===== src/hw/rtl/hetwa_pkg.sv =====
`timescale 1ns / 1ps
package hetwa_pkg;

    localparam logic [1:0] MODE_UPSERT = 2'd0;
    localparam logic [1:0] MODE_REMOVE = 2'd1;
    localparam logic [1:0] MODE_PING   = 2'd2;
    localparam logic [1:0] MODE_TICK   = 2'd3;

    localparam logic [2:0] ST_UPDATED  = 3'd0;
    localparam logic [2:0] ST_INSERTED = 3'd1;
    localparam logic [2:0] ST_FULL     = 3'd2;
    localparam logic [2:0] ST_REMOVED  = 3'd3;
    localparam logic [2:0] ST_PINGED   = 3'd4;
    localparam logic [2:0] ST_NOTFOUND = 3'd5;
    localparam logic [2:0] ST_TICKDONE = 3'd6;

    localparam logic [1:0] SLOT_EMPTY = 2'd0;
    localparam logic [1:0] SLOT_USED  = 2'd1;
    localparam logic [1:0] SLOT_GONE  = 2'd2;

    localparam logic [31:0] HASH_SEED = 32'd5381;

    localparam logic [15:0] TIMEOUT_RESET = 16'd15;
    localparam logic [7:0]  PERIOD_RESET  = 8'd5;

    // register byte addresses / 4
    localparam logic [0:0] REG_TIMEOUT = 1'b0;
    localparam logic [0:0] REG_PERIOD  = 1'b1;

    // controller -> datapath
    typedef struct packed {
        logic start;      // latch item, start hash
        logic hash_step;  // one key byte into hash
        logic probe_init; // probe pointer <= home slot
        logic probe_next; // advance probe pointer
        logic sweep_init; // pointer <= 0
        logic rd;         // issue read at pointer
        logic wr_ins;     // write new entry at pointer
        logic wr_upd;     // write x/y/time at pointer
        logic wr_ping;    // write time at pointer
        logic wr_gone;    // mark pointer gone
        logic evict;      // evict at pointer (sweep)
        logic tick;       // advance time and phase
        logic done;       // load result register
        logic [2:0] status;
        logic report_slot; // result carries slot data
    } hetwa_cmd_t;

    // datapath -> controller
    typedef struct packed {
        logic hash_last;
        logic slot_empty;
        logic slot_match;
        logic slot_free;   // empty or tombstone
        logic probe_last;  // visited all slots
        logic full;
        logic sweep_due;
        logic stale;       // used and timed out
        logic mode_upsert;
        logic mode_remove;
        logic mode_ping;
        logic mode_tick;
    } hetwa_sts_t;

endpackage


===== src/hw/rtl/hetwa_ctrl.sv =====
`timescale 1ns / 1ps
module hetwa_ctrl
    import hetwa_pkg::*;
(
    input  logic       clk,
    input  logic       rst_n,
    input  logic       in_fire,
    output logic       in_ready,
    output logic       res_valid,
    input  logic       res_taken,
    input  hetwa_sts_t sts,
    output hetwa_cmd_t cmd
);
    typedef enum logic [9:0] {
        S_IDLE  = 10'b0000000001,
        S_HASH  = 10'b0000000010,
        S_PINIT = 10'b0000000100,
        S_PRD   = 10'b0000001000,
        S_PCHK  = 10'b0000010000,
        S_INS   = 10'b0000100000,
        S_TICK  = 10'b0001000000,
        S_SRD   = 10'b0010000000,
        S_SCHK  = 10'b0100000000,
        S_OUT   = 10'b1000000000
    } state_t;

    state_t state_reg, state_next;
    logic   out_full_reg, out_full_next;
    logic   ins_pass_reg, ins_pass_next; // second probe pass: find free slot

    assign res_valid = out_full_reg;
    assign in_ready  = (state_reg == S_IDLE) && !out_full_reg;

    always_comb
    begin
        cmd           = '0;
        state_next    = state_reg;
        ins_pass_next = ins_pass_reg;
        out_full_next = out_full_reg && !res_taken;
        unique case (state_reg)
            S_IDLE:
            begin
                if (in_fire)
                begin
                    cmd.start     = 1'b1;
                    ins_pass_next = 1'b0;
                    state_next    = S_HASH;
                end
            end
            S_HASH:
            begin
                if (sts.mode_tick)
                begin
                    cmd.tick   = 1'b1;
                    state_next = S_TICK;
                end
                else
                begin
                    cmd.hash_step = 1'b1;
                    if (sts.hash_last)
                    begin
                        state_next = S_PINIT;
                    end
                end
            end
            S_PINIT:
            begin
                cmd.probe_init = 1'b1;
                state_next     = S_PRD;
            end
            S_PRD:
            begin
                cmd.rd     = 1'b1;
                state_next = S_PCHK;
            end
            S_PCHK:
            begin
                if (!ins_pass_reg)
                begin
                    if (sts.slot_match)
                    begin
                        cmd.report_slot = 1'b1;
                        cmd.done        = 1'b1;
                        state_next      = S_OUT;
                        if (sts.mode_upsert)
                        begin
                            cmd.wr_upd = 1'b1;
                            cmd.status = ST_UPDATED;
                        end
                        else if (sts.mode_remove)
                        begin
                            cmd.wr_gone = 1'b1;
                            cmd.status  = ST_REMOVED;
                        end
                        else
                        begin
                            cmd.wr_ping = 1'b1;
                            cmd.status  = ST_PINGED;
                        end
                    end
                    else if (sts.slot_empty || sts.probe_last)
                    begin
                        if (sts.mode_upsert && !sts.full)
                        begin
                            ins_pass_next = 1'b1;
                            state_next    = S_PINIT;
                        end
                        else
                        begin
                            cmd.done   = 1'b1;
                            cmd.status = sts.mode_upsert ? ST_FULL : ST_NOTFOUND;
                            state_next = S_OUT;
                        end
                    end
                    else
                    begin
                        cmd.probe_next = 1'b1;
                        state_next     = S_PRD;
                    end
                end
                else
                begin
                    if (sts.slot_free)
                    begin
                        cmd.wr_ins      = 1'b1;
                        cmd.done        = 1'b1;
                        cmd.report_slot = 1'b1;
                        cmd.status      = ST_INSERTED;
                        state_next      = S_OUT;
                    end
                    else if (sts.probe_last)
                    begin
                        cmd.done   = 1'b1;
                        cmd.status = ST_FULL;
                        state_next = S_OUT;
                    end
                    else
                    begin
                        cmd.probe_next = 1'b1;
                        state_next     = S_PRD;
                    end
                end
            end
            S_INS:
            begin
                state_next = S_OUT;
            end
            S_TICK:
            begin
                if (sts.sweep_due)
                begin
                    cmd.sweep_init = 1'b1;
                    state_next     = S_SRD;
                end
                else
                begin
                    cmd.done   = 1'b1;
                    cmd.status = ST_TICKDONE;
                    state_next = S_OUT;
                end
            end
            S_SRD:
            begin
                cmd.rd     = 1'b1;
                state_next = S_SCHK;
            end
            S_SCHK:
            begin
                if (sts.stale)
                begin
                    cmd.evict = 1'b1;
                end
                if (sts.probe_last)
                begin
                    state_next = S_OUT;
                end
                else
                begin
                    cmd.probe_next = 1'b1;
                    state_next     = S_SRD;
                end
            end
            S_OUT:
            begin
                // sweep finishes here: evicted count is now final
                if (sts.mode_tick && !out_full_reg)
                begin
                    cmd.done   = 1'b1;
                    cmd.status = ST_TICKDONE;
                end
                if (!out_full_reg || res_taken)
                begin
                    out_full_next = 1'b1;
                    state_next    = S_IDLE;
                end
            end
            default:
            begin
                state_next = S_IDLE;
            end
        endcase
    end

    always_ff @(posedge clk or negedge rst_n)
    begin
        if (!rst_n)
        begin
            state_reg    <= S_IDLE;
            out_full_reg <= 1'b0;
            ins_pass_reg <= 1'b0;
        end
        else
        begin
            state_reg    <= state_next;
            out_full_reg <= out_full_next;
            ins_pass_reg <= ins_pass_next;
        end
    end
endmodule


===== config.mk =====
export PLATFORM = sky130hd
export DESIGN_NAME = hetwa_ctrl
export DESIGN_NICKNAME = d
export VERILOG_FILES = /design/src/hw/rtl/hetwa_pkg.sv /design/src/hw/rtl/hetwa_ctrl.sv
export SDC_FILE = /design/constraint.sdc
export NUM_CORES = 1
export LEC_CHECK = 0
export CAP_MARGIN = 10
export CORE_AREA = 2 2 57 59
export DETAILED_ROUTE_END_ITERATION = 6
export DIE_AREA = 0 0 59 61
export DONT_BUFFER_PORTS = 1
export GPL_TIMING_DRIVEN = 0
export PLACE_DENSITY_LB_ADDON = 0.05
export SETUP_SLACK_MARGIN = 0.1
export SLEW_MARGIN = 20
export SYNTH_ARGS = -nofsm -noshare
export SYNTH_HDL_FRONTEND = slang
export SYNTH_SLANG_ARGS = --single-unit

===== constraint.sdc =====
create_clock -name clk -period 2.15 [get_ports clk]
set_input_delay 0.5375 -clock clk [delete_from_list [all_inputs] [get_ports clk]]
set_output_delay 0.5375 -clock clk [all_outputs]
set_load 0.1 [all_outputs]

; Word-level counts from Yosys, hierarchy flattened
; Cells that the tools add are included.
[classes]
div_mod_pow = 0
bitwise_logic = 0
muxes = 62
reduce_logical = 13
n_mul = 0
shift = 0
n_lt_le_gt_ge = 0
addsub = 0
n_eq_ne = 13
[op_table]
columns = cell, count
row1 = $mux W10, 12
row2 = $pmux W10 S10, 1
row3 = $mux W4, 8
row4 = $mux W1, 31
row5 = $mux W3, 5
row6 = $pmux W4 S3, 1
row7 = $eq A10 B1 Y1 const B, 1
row8 = $eq A10 B10 Y1 const B, 1
row9 = $eq A10 B2 Y1 const B, 1
row10 = $eq A10 B3 Y1 const B, 1
row11 = $eq A10 B4 Y1 const B, 1
row12 = $eq A10 B5 Y1 const B, 1
row13 = $eq A10 B6 Y1 const B, 1
row14 = $eq A10 B7 Y1 const B, 1
row15 = $eq A10 B8 Y1 const B, 1
row16 = $eq A10 B9 Y1 const B, 1
row17 = $mux W5, 1
row18 = $logic_and A1 B1 Y1, 4
row19 = $ne A2 B2 Y1 const B, 2
row20 = $pmux W1 S2, 2
row21 = $logic_not A1 Y1, 3
row22 = $ne A3 B3 Y1 const B, 1
row23 = $reduce_and A3 Y1, 1
row24 = $logic_or A1 B1 Y1, 2
row25 = 4 further kinds, 4
[totals]
mem_bits_ro = 0
memories = 0
latchBits = 0
regBits = 12
mem_bits_rw = 0
out_inout_bits = 19

; Depth between registers and ports, before layout
[depth]
word_depth = 7
ltp_mapped = 5
depth_no_buf = 4

; Worst setup path after synthesis
; Ideal clock, no wire load.
[synth_timing]
path_kind = flip-flop to output port
from = register state_reg[3]
to = output port cmd[3] in the netlist's numbering
t_required_ns = 1.612
slack_ns = -1.774
arrival_ns = 3.387
n_path_buf = 0
path_stages_with_launch = 5
path_cell_list = dfrtp_1 -> nor4_4 -> nand3_2 -> or2_1 -> o21ai_0
[synth_lines]
columns = element, line
row1 = "start, declared", hetwa_ctrl.sv:27  ; state_t state_reg, state_next;
row2 = "start signal, assigned", hetwa_ctrl.sv:214  ; state_reg <= state_next;
row3 = "end, declared", hetwa_ctrl.sv:12  ; output hetwa_cmd_t cmd

==> results.sh <==
export IMPL_status="complete, but fails checks"
export IMPL_violations="negative setup slack"
export IMPL_grt_pass1_wl_mm=5.216
export IMPL_regArea_um2=282.8
export IMPL_power_w=0.001712
export IMPL_crit_cells=5
export IMPL_hp_class="in -> async"
export IMPL_io_pin_count=35
export IMPL_period_share=1.251
export IMPL_cts_htree_levels=1
export IMPL_critical_path_required_ps=1610
export IMPL_clockRootBuffer="clkbuf_4"
export IMPL_path_cells="nor4_4 > buf_6 > nand3_4 > or2_4 > o21ai_4"
export IMPL_gr_usage_all_layers=0.1966
export IMPL_fillers=278
export IMPL_initial_core_util=0.3203
export IMPL_vias=1074
export IMPL_synth_main_ff_cell="dfrtp_1"
export IMPL_skew_ps=6.308
export IMPL_antenna_found_initial=0
export IMPL_hold_viol_final=0
export IMPL_syn_avg_cell_area_um2=7.567
export IMPL_synth_edf_count=0
export IMPL_drive_above_1_share=0.5223
export IMPL_critPathBufInv=1
export IMPL_regToRegSetupSlack_ps=180
export IMPL_drv_cap=0
export IMPL_tritoncts="done"
export IMPL_dp_hpwl_mm=2.063
export IMPL_tightestPinTransition_ps=986.3
export IMPL_synth_ff_latch_count=11
export IMPL_die_w_um=59
export IMPL_fmax_mhz=371.8
export IMPL_power_leakage_nw=0.6207
export IMPL_drt_wl_total_mm=3.208
export IMPL_grt_start_max_net_pins=11
export IMPL_p_switching_w=0.0009022
export IMPL_p_sw_frac=0.5268
export IMPL_first_iter_violations=15
export IMPL_drv_slew=0
export IMPL_cpMaxStageDelayCell="o21ai_4"
export IMPL_coreArea_mm2=0.002953
export IMPL_finalSetupViolations=18
export IMPL_synth_cell_types=44
export IMPL_p_per_area_mw_per_mm2=1062
export IMPL_yosysSeqAreaShare=0.2923
export IMPL_grt_setup_unrepaired="true"
export IMPL_synth_largest_area_cell="dfrtp_1"
export IMPL_cpLargestDelayFamily="simple AND/OR/NAND/NOR gates"
export IMPL_r2r_end="state_reg[2]"
export IMPL_cts_buffers=3
export IMPL_p_int_w=0.0008103
export IMPL_clk_pin_slew_ps=80
export IMPL_max_slew_margin=0.3403
export IMPL_p_clk_frac=0.093
export IMPL_crit_type="reg -> out"
export IMPL_crit_arrival_ps=2150
export IMPL_insertion_delay_ps=290
export IMPL_n_antenna_cell=0
export IMPL_dieHeight_um=61
export IMPL_grt_overflow=0
export IMPL_routabilityCongestion=0.7410
export IMPL_timing_final_ws_setup_ps=-539.4
export IMPL_wl_per_cell_um=16.88
export IMPL_syn_num_nets=141
export IMPL_syn_inst=125
export IMPL_ir_drop_v=0.0003213
export IMPL_whs_ps=76.44
export IMPL_async_reset_ff_frac=1.000
export IMPL_drc=0
export IMPL_startpoint="state_reg[9]"
export IMPL_cp_slowest_stage_delay_ps=570
export IMPL_drt_pass1_iterations=4
export IMPL_clock_path_buffers=2
export IMPL_die_area_mm2=0.003599
export IMPL_largest_register_ff_count=9
export IMPL_yosys_warnings=0
export IMPL_fin_nets=174
export IMPL_endpoint="cmd[3]"
export IMPL_grt_pass1_vias=1109
export IMPL_multi_input_area_um2=920.9
export IMPL_ys_top_cells_by_area="dfrtp_1 26%, nor2_1 6.3%, nor3_1 4.8%"
export IMPL_netlist_area_leader_share=0.2646
export IMPL_crit_path_max_fanout=4
export IMPL_p_seq_frac=0.176
export IMPL_crit_path_end_kind="output pin"
export IMPL_min_period_ps=2689
export IMPL_syn_cell_area_um2=945.9
export IMPL_rows=20
export IMPL_reg2regPathDepth=8
export IMPL_drtAntennaViolNets=0
export IMPL_routed_via_density=5.653
export IMPL_combPwrFrac=0.731
export IMPL_syn2layout_area_growth_pct=70.50
export IMPL_cp_start_kind="register"
export IMPL_port_buffers=0
export IMPL_cts_sinks=11
export IMPL_regToRegStartpoint="state_reg[9]"
layer usage:
metal  up-vias  share of wire  GRT usage  wire, µm
met2        33           0.51     0.3286      1639
met3         8          0.046    0.03198       149
met1       518           0.42     0.2464      1360
met5         -              0          0         0
li1        515              -          -         -
met4         0          0.018    0.09740        58
Yosys cell counts, types with 2 or more instances:
library cell and n:
nor2_1 16, dfrtp_1 10, nand2_1 9, nor3_1 9, a21oi_1 8, nand2b_1 7
nor2b_1 6, o21ai_0 6, inv_1 5, clkbuf_1 4, nand3_1 3, or3_1 3
a41oi_1 2, buf_2 2, nand4_1 2, nor4b_1 2, o21bai_1 2, o22ai_1 2
or4_1 2
worst reg2reg max path, stage by stage (launching register included):
cell and delay, ps:
dfrtp_2 440, nor4_4 290, buf_6 180, nand3_4 90, buf_6 170, buf_4 140
buf_4 120, or3b_1 340, a21oi_1 140
power by group through the flow:
stage	Clock (W)	Combinational, W	Sequential [W]
after floorplan	0	0.000745	0.000285
after global placement	0	0.000829	0.000296
after detailed placement	0	0.000832	0.000297
after CTS	0.000158	0.00110	0.000297
after global routing	0.000176	0.00132	0.000304
final	0.000159	0.00125	0.000301
timing repair:
action | 4_1_cts | 5_1_grt
endpoints found under the hold margin | 10 | 0
hold buffers | 1 | 0
endpoints found under the setup margin | 18 | 19
buffers inserted | 18 | 8
cloned | 0 | 0
pin swaps | 20 | 14
resized for setup | 29 | 11
cell families after synthesis:
| kind of cell | count (synthesis) | synth area share |
|---|---|---|
| xor+xnor | 2 | 0.01852 |
| simple gates | 75 | 0.4722 |
| compound gates | 26 | 0.1707 |
| buf+inv | 11 | 0.04629 |
| flops | 11 | 0.2923 |
metrics by stage:
| step | cell area [µm²] | setup TNS, ps | utilization | worst slack (ps) | std cells |
|---|---|---|---|---|---|
| after floorplan | 1124 | -5018 | - | -753.8 | 125 |
| after global placement | 1165 | -7096 | 0.3945 | -944.9 | 158 |
| after detailed placement | 1182 | -6041 | 0.4004 | -722.5 | 159 |
| after CTS | 1514 | -8007 | 0.5127 | -620.6 | 182 |
| after global routing | 1613 | -8673 | 0.5462 | -596.4 | 190 |
| final | 1613 | -7595 | 0.5462 | -539.4 | 190 |
worst min-delay path by stage:
stage	slack, ps	cells after the start	end	start
2_1_floorplan	240	0	ins_pass_reg	rst_n
3_3_place_gp	240	0	state_reg[8]	rst_n
3_5_place_dp	240	0	state_reg[4]	rst_n
4_1_cts	80	0	state_reg[0]	rst_n
5_1_grt	60	0	state_reg[0]	rst_n
6_report	80	0	state_reg[0]	rst_n
final cells by class:
cell class,instances,share of cell area
plain buffers,6,0.03724
clock buffers,4,0.01629
inverters,5,0.01629
multi-input cells,103,0.5710
flip-flops and latches,11,0.1753
well taps,33,0.02560
repair buffers,28,0.1583
layout by cell type (no fill, tap or decap), types with 4 or more instances in the layout:
cell | synthesis | layout
nor3_1 | 9 | 5
nor2b_1 | 6 | 5
nand2b_1 | 7 | 7
o21ai_0 | 6 | 4
buf_6 | 0 | 8
nand2_1 | 9 | 5
nor2_4 | 0 | 6
buf_4 | 0 | 19
dfrtp_1 | 10 | 5
dfrtp_2 | 0 | 5
nor2_1 | 16 | 9
a21oi_1 | 8 | 5
Power figures use the tool's default switching activity.
